===== src/rtl/core/iclc_pkg.sv =====
// shared types and constants for the integer literal classify and convert unit
`timescale 1ns / 1ps
`default_nettype none

package iclc_pkg;

	// widths of the request and result fields
	localparam int CHAR_BITS      = 8;
	localparam int VALUE_BITS     = 64;
	localparam int NARROW_BITS    = 32;
	localparam int VALUE_WIDTH_DEF = 64;

	// queue between the front and the back
	localparam int QUEUE_DEPTH = 2;
	localparam int QUEUE_IDX_W = (QUEUE_DEPTH > 1) ? $clog2(QUEUE_DEPTH) : 1;
	localparam int QUEUE_CNT_W = $clog2(QUEUE_DEPTH + 1);

	// position saturates here
	localparam logic [1:0] POS_SAT = 2'd2;

	// literal classes as seen on the result channel
	typedef enum logic [2:0] {
		CLS_NONE  = 3'd0,
		CLS_DEC   = 3'd1,
		CLS_HEX   = 3'd2,
		CLS_OCT   = 3'd3,
		CLS_FLOAT = 3'd4
	} lit_class_t;

	// radix decided from the leading characters
	typedef enum logic [1:0] {
		RADIX_NONE = 2'd0,
		RADIX_DEC  = 2'd1,
		RADIX_HEX  = 2'd2,
		RADIX_OCT  = 2'd3
	} radix_t;

	// character kinds produced by the front
	typedef enum logic [2:0] {
		KIND_DIGIT,
		KIND_LETTER,
		KIND_POINT,
		KIND_LOWER_X,
		KIND_OTHER
	} char_kind_t;

	// one classified character in the queue
	typedef struct packed {
		char_kind_t kind;
		logic [3:0] digit;
		logic       last;
	} entry_t;

	// per-token scan state
	typedef struct packed {
		logic [1:0] position;
		radix_t     radix_mode;
		logic       first_was_zero;
		logic       int_valid;
		logic       float_valid;
		logic       point_seen;
		logic       hex_digit_seen;
	} tok_t;

	localparam tok_t TOK_CLEAR = '{
		position:       2'd0,
		radix_mode:     RADIX_NONE,
		first_was_zero: 1'b0,
		int_valid:      1'b1,
		float_valid:    1'b1,
		point_seen:     1'b0,
		hex_digit_seen: 1'b0
	};

endpackage

`default_nettype wire


===== src/rtl/core/iclc_char_if.sv =====
// character request channel: one token character with its last mark
`timescale 1ns / 1ps
`default_nettype none

interface iclc_char_if;
	import iclc_pkg::*;

	logic                 valid;
	logic                 ready;
	logic [CHAR_BITS-1:0] char_code;
	logic                 last_char;

	modport source (output valid, output char_code, output last_char, input ready);
	modport sink (input valid, input char_code, input last_char, output ready);
endinterface

`default_nettype wire


===== src/rtl/core/iclc_res_if.sv =====
// result channel: converted value and literal class
`timescale 1ns / 1ps
`default_nettype none

interface iclc_res_if;
	import iclc_pkg::*;

	logic                  valid;
	logic                  ready;
	logic [VALUE_BITS-1:0] value;
	logic [2:0]            literal_class;

	modport source (output valid, output value, output literal_class, input ready);
	modport sink (input valid, input value, input literal_class, output ready);
endinterface

`default_nettype wire


===== src/rtl/core/iclc_queue.sv =====
// short fifo of classified characters between front and back
`timescale 1ns / 1ps
`default_nettype none

module iclc_queue (
	input  wire logic            clk,
	input  wire logic            arst_n,
	input  wire logic            push,
	input  iclc_pkg::entry_t     push_data,
	output logic                 full,
	input  wire logic            pop,
	output iclc_pkg::entry_t     pop_data,
	output logic                 not_empty
);
	import iclc_pkg::*;

	entry_t                 mem_q [QUEUE_DEPTH];
	logic [QUEUE_IDX_W-1:0] wr_ptr_q;
	logic [QUEUE_IDX_W-1:0] rd_ptr_q;
	logic [QUEUE_CNT_W-1:0] count_q;

	// status
	assign full      = (count_q == QUEUE_CNT_W'(QUEUE_DEPTH));
	assign not_empty = (count_q != '0);
	assign pop_data  = mem_q[rd_ptr_q];

	// storage
	always_ff @(posedge clk) begin
		if (push) begin
			mem_q[wr_ptr_q] <= push_data;
		end
	end

	// pointers and fill count
	always_ff @(posedge clk or negedge arst_n) begin
		if (!arst_n) begin
			wr_ptr_q <= '0;
			rd_ptr_q <= '0;
			count_q  <= '0;
		end else begin
			if (push) begin
				wr_ptr_q <= (wr_ptr_q == QUEUE_IDX_W'(QUEUE_DEPTH - 1)) ? '0 : wr_ptr_q + 1'b1;
			end
			if (pop) begin
				rd_ptr_q <= (rd_ptr_q == QUEUE_IDX_W'(QUEUE_DEPTH - 1)) ? '0 : rd_ptr_q + 1'b1;
			end
			if (push && !pop) begin
				count_q <= count_q + 1'b1;
			end else if (pop && !push) begin
				count_q <= count_q - 1'b1;
			end
		end
	end

	// checks
	a_count_range: assert property (@(posedge clk) disable iff (!arst_n)
		count_q <= QUEUE_CNT_W'(QUEUE_DEPTH))
		else $error("queue count beyond depth");
	a_no_overflow: assert property (@(posedge clk) disable iff (!arst_n)
		push |-> (!full || pop))
		else $error("push into full queue");
	a_no_underflow: assert property (@(posedge clk) disable iff (!arst_n)
		pop |-> not_empty)
		else $error("pop from empty queue");

endmodule

`default_nettype wire


===== src/rtl/core/iclc_front.sv =====
// front: accepts characters, classifies them and queues them for the back
`timescale 1ns / 1ps
`default_nettype none

module iclc_front (
	input  wire logic        clk,
	input  wire logic        arst_n,
	iclc_char_if.sink        chars,
	output logic             q_valid,
	output iclc_pkg::entry_t q_data,
	input  wire logic        q_pop
);
	import iclc_pkg::*;

	localparam logic [CHAR_BITS-1:0] CHAR_ZERO  = 8'h30;
	localparam logic [CHAR_BITS-1:0] CHAR_NINE  = 8'h39;
	localparam logic [CHAR_BITS-1:0] CHAR_UP_A  = 8'h41;
	localparam logic [CHAR_BITS-1:0] CHAR_UP_F  = 8'h46;
	localparam logic [CHAR_BITS-1:0] CHAR_LO_A  = 8'h61;
	localparam logic [CHAR_BITS-1:0] CHAR_LO_F  = 8'h66;
	localparam logic [CHAR_BITS-1:0] CHAR_POINT = 8'h2e;
	localparam logic [CHAR_BITS-1:0] CHAR_LO_X  = 8'h78;
	// letters a-f and A-F carry their value as low nibble plus nine
	localparam logic [3:0]           LETTER_OFS = 4'd9;

	entry_t cls_entry;
	logic   full;
	logic   push;

	// character classifier
	always_comb begin
		cls_entry.kind  = KIND_OTHER;
		cls_entry.digit = chars.char_code[3:0];
		cls_entry.last  = chars.last_char;
		if (chars.char_code >= CHAR_ZERO && chars.char_code <= CHAR_NINE) begin
			cls_entry.kind = KIND_DIGIT;
		end else if ((chars.char_code >= CHAR_UP_A && chars.char_code <= CHAR_UP_F) ||
		             (chars.char_code >= CHAR_LO_A && chars.char_code <= CHAR_LO_F)) begin
			cls_entry.kind  = KIND_LETTER;
			cls_entry.digit = chars.char_code[3:0] + LETTER_OFS;
		end else if (chars.char_code == CHAR_POINT) begin
			cls_entry.kind = KIND_POINT;
		end else if (chars.char_code == CHAR_LO_X) begin
			cls_entry.kind = KIND_LOWER_X;
		end
	end

	// accept whenever the queue has room
	assign chars.ready = !full;
	assign push        = chars.valid && !full;

	iclc_queue u_queue (
		.clk       (clk),
		.arst_n    (arst_n),
		.push      (push),
		.push_data (cls_entry),
		.full      (full),
		.pop       (q_pop),
		.pop_data  (q_data),
		.not_empty (q_valid)
	);

endmodule

`default_nettype wire


===== src/rtl/core/iclc_back.sv =====
// back: token scan state, accumulator and result register
`timescale 1ns / 1ps
`default_nettype none

module iclc_back #(
	parameter int VALUE_WIDTH = iclc_pkg::VALUE_WIDTH_DEF
) (
	input  wire logic        clk,
	input  wire logic        arst_n,
	input  wire logic        narrow_result,
	input  wire logic        q_valid,
	input  iclc_pkg::entry_t q_data,
	output logic             q_pop,
	iclc_res_if.source       results
);
	import iclc_pkg::*;

	tok_t                   tok_q;
	tok_t                   tok_nxt;
	logic [VALUE_WIDTH-1:0] acc_q;
	logic [VALUE_WIDTH-1:0] acc_scaled;
	logic [VALUE_WIDTH-1:0] acc_nxt;
	logic                   step_en;
	radix_t                 step_radix;
	lit_class_t             cls;
	logic [VALUE_BITS-1:0]  val_wide;
	logic [VALUE_BITS-1:0]  val_out;

	logic                  res_valid_q;
	logic [VALUE_BITS-1:0] res_value_q;
	lit_class_t            res_class_q;

	// take the next queued character when the result register is free
	assign q_pop = q_valid && (!res_valid_q || results.ready);

	// scan state update for one character
	always_comb begin
		tok_nxt    = tok_q;
		step_en    = 1'b0;
		step_radix = RADIX_DEC;
		if (tok_q.position == 2'd0) begin
			unique case (q_data.kind)
				KIND_DIGIT: begin
					if (q_data.digit == 4'd0) begin
						tok_nxt.first_was_zero = 1'b1;
					end else begin
						tok_nxt.radix_mode = RADIX_DEC;
						step_en            = 1'b1;
						step_radix         = RADIX_DEC;
					end
				end
				KIND_POINT: begin
					tok_nxt.point_seen = 1'b1;
					tok_nxt.int_valid  = 1'b0;
				end
				default: begin
					tok_nxt.int_valid   = 1'b0;
					tok_nxt.float_valid = 1'b0;
				end
			endcase
		end else if (tok_q.position == 2'd1 && tok_q.first_was_zero &&
		             tok_q.radix_mode == RADIX_NONE && q_data.kind == KIND_LOWER_X) begin
			// 0x prefix
			tok_nxt.radix_mode  = RADIX_HEX;
			tok_nxt.float_valid = 1'b0;
		end else begin
			// second character after a leading zero picks octal
			if (tok_q.position == 2'd1 && tok_q.first_was_zero &&
			    tok_q.radix_mode == RADIX_NONE && q_data.kind == KIND_DIGIT) begin
				if (q_data.digit <= 4'd7) begin
					tok_nxt.radix_mode = RADIX_OCT;
				end else begin
					tok_nxt.int_valid = 1'b0;
				end
			end
			unique case (q_data.kind)
				KIND_DIGIT: begin
					unique case (tok_nxt.radix_mode)
						RADIX_DEC: begin
							step_en    = 1'b1;
							step_radix = RADIX_DEC;
						end
						RADIX_HEX: begin
							step_en                = 1'b1;
							step_radix             = RADIX_HEX;
							tok_nxt.hex_digit_seen = 1'b1;
						end
						RADIX_OCT: begin
							if (q_data.digit <= 4'd7) begin
								step_en    = 1'b1;
								step_radix = RADIX_OCT;
							end else begin
								tok_nxt.int_valid = 1'b0;
							end
						end
						RADIX_NONE: begin
						end
					endcase
				end
				KIND_LETTER: begin
					tok_nxt.float_valid = 1'b0;
					if (tok_nxt.radix_mode == RADIX_HEX) begin
						step_en                = 1'b1;
						step_radix             = RADIX_HEX;
						tok_nxt.hex_digit_seen = 1'b1;
					end else begin
						tok_nxt.int_valid = 1'b0;
					end
				end
				KIND_POINT: begin
					if (tok_q.point_seen) begin
						tok_nxt.float_valid = 1'b0;
					end
					tok_nxt.point_seen = 1'b1;
					tok_nxt.int_valid  = 1'b0;
				end
				default: begin
					tok_nxt.int_valid   = 1'b0;
					tok_nxt.float_valid = 1'b0;
				end
			endcase
		end
		if (tok_q.position != POS_SAT) begin
			tok_nxt.position = tok_q.position + 2'd1;
		end
	end

	// accumulate by shift and add, wrapping at the value width
	always_comb begin
		unique case (step_radix)
			RADIX_HEX: acc_scaled = acc_q << 4;
			RADIX_OCT: acc_scaled = acc_q << 3;
			RADIX_DEC: acc_scaled = (acc_q << 3) + (acc_q << 1);
			default:   acc_scaled = acc_q;
		endcase
		acc_nxt = step_en ? acc_scaled + VALUE_WIDTH'(q_data.digit) : acc_q;
	end

	// final class of the token
	always_comb begin
		cls = CLS_NONE;
		if (tok_nxt.float_valid && tok_nxt.point_seen) begin
			cls = CLS_FLOAT;
		end else if (tok_nxt.int_valid) begin
			if (tok_nxt.radix_mode == RADIX_DEC) begin
				cls = CLS_DEC;
			end else if (tok_nxt.radix_mode == RADIX_NONE && tok_nxt.first_was_zero) begin
				cls = CLS_DEC;
			end else if (tok_nxt.radix_mode == RADIX_HEX && tok_nxt.hex_digit_seen) begin
				cls = CLS_HEX;
			end else if (tok_nxt.radix_mode == RADIX_OCT) begin
				cls = CLS_OCT;
			end
		end
	end

	// result value, optionally narrowed
	always_comb begin
		val_wide = VALUE_BITS'(acc_nxt);
		if (cls == CLS_NONE || cls == CLS_FLOAT) begin
			val_out = '0;
		end else if (narrow_result) begin
			val_out = {{(VALUE_BITS - NARROW_BITS){1'b0}}, val_wide[NARROW_BITS-1:0]};
		end else begin
			val_out = val_wide;
		end
	end

	// scan state registers
	always_ff @(posedge clk or negedge arst_n) begin
		if (!arst_n) begin
			tok_q <= TOK_CLEAR;
			acc_q <= '0;
		end else if (q_pop) begin
			if (q_data.last) begin
				tok_q <= TOK_CLEAR;
				acc_q <= '0;
			end else begin
				tok_q <= tok_nxt;
				acc_q <= acc_nxt;
			end
		end
	end

	// result register valid
	always_ff @(posedge clk or negedge arst_n) begin
		if (!arst_n) begin
			res_valid_q <= 1'b0;
		end else if (q_pop && q_data.last) begin
			res_valid_q <= 1'b1;
		end else if (results.ready) begin
			res_valid_q <= 1'b0;
		end
	end

	// result register payload
	always_ff @(posedge clk) begin
		if (q_pop && q_data.last) begin
			res_value_q <= val_out;
			res_class_q <= cls;
		end
	end

	assign results.valid         = res_valid_q;
	assign results.value         = res_value_q;
	assign results.literal_class = res_class_q;

	// checks
	a_clear_after_last: assert property (@(posedge clk) disable iff (!arst_n)
		(q_pop && q_data.last) |=> (tok_q.position == 2'd0 && acc_q == '0))
		else $error("scan state not cleared after last character");
	a_float_zero: assert property (@(posedge clk) disable iff (!arst_n)
		(res_valid_q && (res_class_q == CLS_FLOAT || res_class_q == CLS_NONE))
		|-> (res_value_q == '0))
		else $error("nonzero value for float or invalid token");
	a_narrow_upper: assert property (@(posedge clk) disable iff (!arst_n)
		(q_pop && q_data.last && narrow_result)
		|=> (res_value_q[VALUE_BITS-1:NARROW_BITS] == '0))
		else $error("narrowed result has upper bits set");

endmodule

`default_nettype wire


===== src/rtl/core/integer_literal_classify_convert_unit.sv =====
// Integer literal classify and convert unit, top level.
//
// Usage: characters of one numeric token arrive on the chars channel, one
// request per character, with last_char set on the final one. For each token
// one result leaves on the results channel: the converted value (wrapping
// modulo 2^VALUE_WIDTH, zero for float or invalid tokens) and its class
// (none, decimal, hex with 0x prefix, octal, float). Non-final characters
// produce no result. cfg_wr_en with cfg_wr_data[0] sets narrow_result, which
// keeps only the low 32 bits of the value; write it only while idle.
// A result is registered once its last character leaves the queue.
// Throughput: one character per cycle unless a stalled receiver holds the
// result register; the back stage accumulates by shift-and-add on the radix.
// A two-entry queue separates the classifying front from the back, so a
// stalled receiver stops the back first; chars.ready drops only once the
// queue is full. Reset clears the token state, the queue and narrow_result
// at once, with no clearing pass; the unit is ready right after reset.
`timescale 1ns / 1ps
`default_nettype none

module integer_literal_classify_convert_unit #(
	parameter int VALUE_WIDTH = iclc_pkg::VALUE_WIDTH_DEF
) (
	input  wire logic clk,
	input  wire logic arst_n,
	iclc_char_if.sink  chars,
	iclc_res_if.source results,
	input  wire logic cfg_wr_en,
	input  wire logic cfg_wr_data
);
	import iclc_pkg::*;

	logic   narrow_q;
	logic   q_valid;
	logic   q_pop;
	entry_t q_data;

	// configuration register
	always_ff @(posedge clk or negedge arst_n) begin
		if (!arst_n) begin
			narrow_q <= 1'b0;
		end else if (cfg_wr_en) begin
			narrow_q <= cfg_wr_data;
		end
	end

	iclc_front u_front (
		.clk     (clk),
		.arst_n  (arst_n),
		.chars   (chars),
		.q_valid (q_valid),
		.q_data  (q_data),
		.q_pop   (q_pop)
	);

	iclc_back #(
		.VALUE_WIDTH (VALUE_WIDTH)
	) u_back (
		.clk           (clk),
		.arst_n        (arst_n),
		.narrow_result (narrow_q),
		.q_valid       (q_valid),
		.q_data        (q_data),
		.q_pop         (q_pop),
		.results       (results)
	);

endmodule

`default_nettype wire


===== src/flat_wrapper.sv =====
// flat-port wrapper written by rule: the top's interface ports become plain ports
module integer_literal_classify_convert_unit_flat import iclc_pkg::*;
#(
	parameter int VALUE_WIDTH = iclc_pkg::VALUE_WIDTH_DEF
)
  (clk, arst_n, cfg_wr_en, cfg_wr_data, chars_valid, chars_char_code, chars_last_char, chars_ready, results_valid, results_value, results_literal_class, results_ready);
  iclc_char_if chars_i ();
  iclc_res_if results_i ();
  input  wire logic clk;
  input  wire logic arst_n;
  input  wire logic cfg_wr_en;
  input  wire logic cfg_wr_data;
  input wire logic [$bits(chars_i.valid)-1:0] chars_valid;
  input wire logic [$bits(chars_i.char_code)-1:0] chars_char_code;
  input wire logic [$bits(chars_i.last_char)-1:0] chars_last_char;
  output wire logic [$bits(chars_i.ready)-1:0] chars_ready;
  output wire logic [$bits(results_i.valid)-1:0] results_valid;
  output wire logic [$bits(results_i.value)-1:0] results_value;
  output wire logic [$bits(results_i.literal_class)-1:0] results_literal_class;
  input wire logic [$bits(results_i.ready)-1:0] results_ready;
  assign chars_i.valid = chars_valid;
  assign chars_i.char_code = chars_char_code;
  assign chars_i.last_char = chars_last_char;
  assign chars_ready = chars_i.ready;
  assign results_valid = results_i.valid;
  assign results_value = results_i.value;
  assign results_literal_class = results_i.literal_class;
  assign results_i.ready = results_ready;
  integer_literal_classify_convert_unit #(.VALUE_WIDTH(VALUE_WIDTH)) u_core (.clk(clk), .arst_n(arst_n), .chars(chars_i), .results(results_i), .cfg_wr_en(cfg_wr_en), .cfg_wr_data(cfg_wr_data));
endmodule

===== config.mk =====
export PLATFORM = sky130hd
export DESIGN_NAME = integer_literal_classify_convert_unit_flat
export DESIGN_NICKNAME = d
export VERILOG_FILES = /design/src/rtl/core/iclc_pkg.sv /design/src/rtl/core/iclc_char_if.sv /design/src/rtl/core/iclc_res_if.sv /design/src/rtl/core/iclc_queue.sv /design/src/rtl/core/iclc_front.sv /design/src/rtl/core/iclc_back.sv /design/src/rtl/core/integer_literal_classify_convert_unit.sv /design/src/flat_wrapper.sv
export SDC_FILE = /design/constraint.sdc
export NUM_CORES = 1
export LEC_CHECK = 0
export ABC_AREA = 1
export BUFFER_PORTS_ARGS = -buffer_cell sky130_fd_sc_hd__clkbuf_2
export CAP_MARGIN = 10
export CORE_UTILIZATION = 33
export CTS_BUF_LIST = sky130_fd_sc_hd__clkbuf_16
export DETAILED_ROUTE_END_ITERATION = 6
export HOLD_SLACK_MARGIN = 0.08
export PLACE_DENSITY_LB_ADDON = 0.3
export SYNTH_ARGS = -nofsm -noshare
export SYNTH_HDL_FRONTEND = slang
export SYNTH_HIERARCHICAL = 1
export SYNTH_SLANG_ARGS = --single-unit

===== constraint.sdc =====
create_clock -name clk -period 5.4 [get_ports clk]
set_clock_uncertainty 0.2 [all_clocks]
set_input_delay 1.35 -clock clk [delete_from_list [all_inputs] [get_ports clk]]
set_output_delay 1.35 -clock clk [all_outputs]
set_load 0.02 [all_outputs]

==> reports/results.ini <==
[clocking]
numClockSinks=162
clkTransAtPathRegs_ns=0.07
postCtsResizedCells=0
cts_buffers=17
post_cts_buffers=0
clk_latency_ns=0.46
cts_tree=built
cts_buffer_depth=2
cts-root-buf=clkbuf_16
postCtsHoldBufs=0
cts_max_level=4

[die]
die_y_um=233
coreArea_um2=52800
start_util_pct=33.5
die-area_um2=54500
rows=84
io_pins=84
die_w_um=233

[synth]
async_flop_share_pct=48.8
syn_avg_cell_area_um2=5.85
synth.largest_area_cell=nand2_1
ys_ff_latch=162
synth_ff_type=edfxtp_1
ys_seq_area_share_pct=25.3
synth_edf_count=83
ys_warn_count=6
synth_nets=3113
synthDistinctLibCells=53
synth_area_leaders=nand2_1 (23%), edfxtp_1 (14%), dfrtp_1 (11%)
netlist_area_um2=17700
synthCells=3021
yosysTopAreaCellShare_pct=23.0

[layout]
nets=3182
nFillCells=5960
drive_above_1_share_pct=8.93
stdcell_area_um2=19500
final_cells=3791
area_growth_syn_to_layout_pct=10.4
num_antenna_cells=0

[power]
powerDensity_nw_per_um2=501
leakage_nw=9.98
total_power_w=0.00978
ir_drop_v=0.000363

[timing]
worst_slew_pin_slew_ns=0.832
holdWs_ns=0.272
relSlewSlack_pct=44.4
hold_viol=0
maxSlewViolCount=0
tns_ns=0
finalSetupViolations=0
grt_setup_unrepaired=false
period_share_pct=91.3
max_freq_mhz=203
period_needed_ns=4.93

[detailed_routing]
initialDrtViolationCount=2044
wl_per_cell_um=18.5
first_pass_iters=7
vias=19600
via_per_inst=5.17
wirelength_um=70100
antenna_left=0
drc=6

[critical_path]
start_kind=flop
r2r_cells=22
crit_path_end_kind=flop
r2r_end=u_core/u_back/results.value[54]
critPathLaunch=u_core/u_back/acc_q[9]
critical_path.endpoint=u_core/u_back/results.value[54]
r2r_start=u_core/u_back/acc_q[9]
crit_required_ns=5.41
crit_fanout=5
worstPathArrival_ns=4.94
crit_type=flop to flop
reg2reg_slack_ns=0.47

[place]
port_buffers=83
placedCellCount=3759
gp_congestion=1.00
placed_area_um2=18900
post-dp-hpwl_um=56300

[worst_hold_path]
hold_path_class=flop to flop
holdPathStages=2

[global_route]
grtUsageTotal_pct=26.0
grt_max_degree=55
grt_remaining_overflow=0
grt_pass1_wl_um=107000
antenna_found_initial=0
grt_pass1_vias=18100

[status]
status=complete, but fails checks
violations=design-rule violations

[job]
drv_cap=0

[layout make-up]
class | instances | area [um^2] | share of cell area, %
clock inverter | 15 | 146 | 0.750
clock buffer | 17 | 425 | 2.18
multi-input combinational | 2273 | 10900 | 56.0
timing repair buffer | 124 | 763 | 3.91
inverter | 512 | 1930 | 9.88
sequential | 162 | 4470 | 22.9
tap | 688 | 861 | 4.41
[report_power, final]
| part | total (W) | internal [W] | switching (W) |
|---|---|---|---|
| registers | 0.00227 | 0.00179 | 0.000471 |
| logic | 0.00629 | 0.00186 | 0.00444 |
| clock network | 0.00122 | 0.000677 | 0.000540 |
[routing by layer]
layer	vias up	share of wire, %	global-route usage [%]
li1	9647	-	-
met1	8962	45	35.4
met2	849	44	40.9
met3	129	7.7	4.04
met4	0	4.0	10.4
met5	-	0	0
[worst min path at each step]
stage | from | endpoint
after floorplan | u_core/narrow_q | u_core/narrow_q
after global placement | u_core/u_front/u_queue/count_q[1] | u_core/u_front/u_queue/count_q[1]
after detailed placement | u_core/u_front/u_queue/count_q[1] | u_core/u_front/u_queue/count_q[1]
after CTS | u_core/u_front/u_queue/count_q[1] | u_core/u_front/u_queue/count_q[1]
after global routing | u_core/u_front/u_queue/count_q[1] | u_core/u_front/u_queue/count_q[1]
final | u_core/u_front/u_queue/count_q[1] | u_core/u_front/u_queue/count_q[1]
[through the flow]
| step | util [%] | setup slack [ns] |
|---|---|---|
| after floorplan | - | 0.0287 |
| after global placement | 35.9 | 0.596 |
| after detailed placement | 35.9 | 0.631 |
| after CTS | 37.0 | 0.620 |
| after global routing | 37.0 | 0.185 |
| final | 37.0 | 0.469 |
[synthesized netlist by cell type, types with 3 or more instances]
library cell and number:
nor3_1 10, and2_1 3, a31oi_1 5, xnor2_1 5, nor2_4 7, o21ai_1 28, a21oi_2 4, edfxtp_1 83
buf_4 7, clkbuf_1 34, nand3b_1 18, or2_2 27, buf_2 24, xor2_1 24, nand2_1 1085, o21bai_1 8
dfrtp_1 77, a21oi_1 92, o21ai_0 102, nor2_1 350, buf_1 4, buf_6 5, o221ai_1 3, nand2_2 15
inv_2 15, ha_1 75, nor2_2 24, mux2_4 8, nand3_1 238, o22ai_1 25, nand3_2 4, inv_1 494
nand4_1 88
[worst max-delay path, cell delays in order (launching register included)]
cell and delay, ns:
dfrtp_1 0.48, ha_1 0.45, nand2_1 0.17, nor2_1 0.29, nand3_1 0.24, nand3_1 0.38, nand2_1 0.09, nand2_1 0.25
nor2_1 0.13, nor2_1 0.16, nand2_1 0.09, nand2_1 0.10, nand2_1 0.09, nor2_1 0.19, nand2_1 0.15, nor2_1 0.25
nand2_1 0.08, nor2_1 0.34, nand3_1 0.14, nand2_1 0.08, nand3_1 0.18, nand2_1 0.11, nor2_1 0.04
[flip-flops by register name, summed over array words and instances (netlist names)]
| signal | count |
|---|---|
| u_core/u_back/acc_q | 64 |
| u_core/u_back/results.value | 64 |
| u_core/u_front/u_queue/mem_q | 16 |
| u_core/u_back/tok_q | 9 |
| u_core/u_back/results.literal_class | 3 |
| u_core/u_front/u_queue/count_q | 2 |
| u_core/narrow_q | 1 |
| u_core/u_back/results.valid | 1 |
| u_core/u_front/u_queue/rd_ptr_q | 1 |
| u_core/u_front/u_queue/wr_ptr_q | 1 |
[layout by cell type (no fill, tap or decap), drive strengths merged, types with 3 or more instances in the layout]
cell type and instances:
dfrtp 77, o21bai 8, clkinv 8, xor2 24, nand3 244, nand3b 19, ha 75, clkbuf 99
nor2 383, a21oi 96, o221ai 3, inv 515, nand2 1103, xnor2 5, or2 29, mux2 8
nand4 88, o22ai 25, a31oi 5, edfxtp 83, nor3 13, o21ai 131, buf 42, and2 3
[kinds of logic after synthesis]
kind of cell,after synthesis,synth area share (%)
muxes,8,0.680
xor gates and xnor gates,29,1.44
AOI/OAI and AO/OA,273,8.30
DFF,162,25.3
and+or+nand+nor,1886,45.7
buffers and inverters,586,13.0
adders and majority gates,77,5.54
Note: power is estimated with default switching activity, not from simulation.
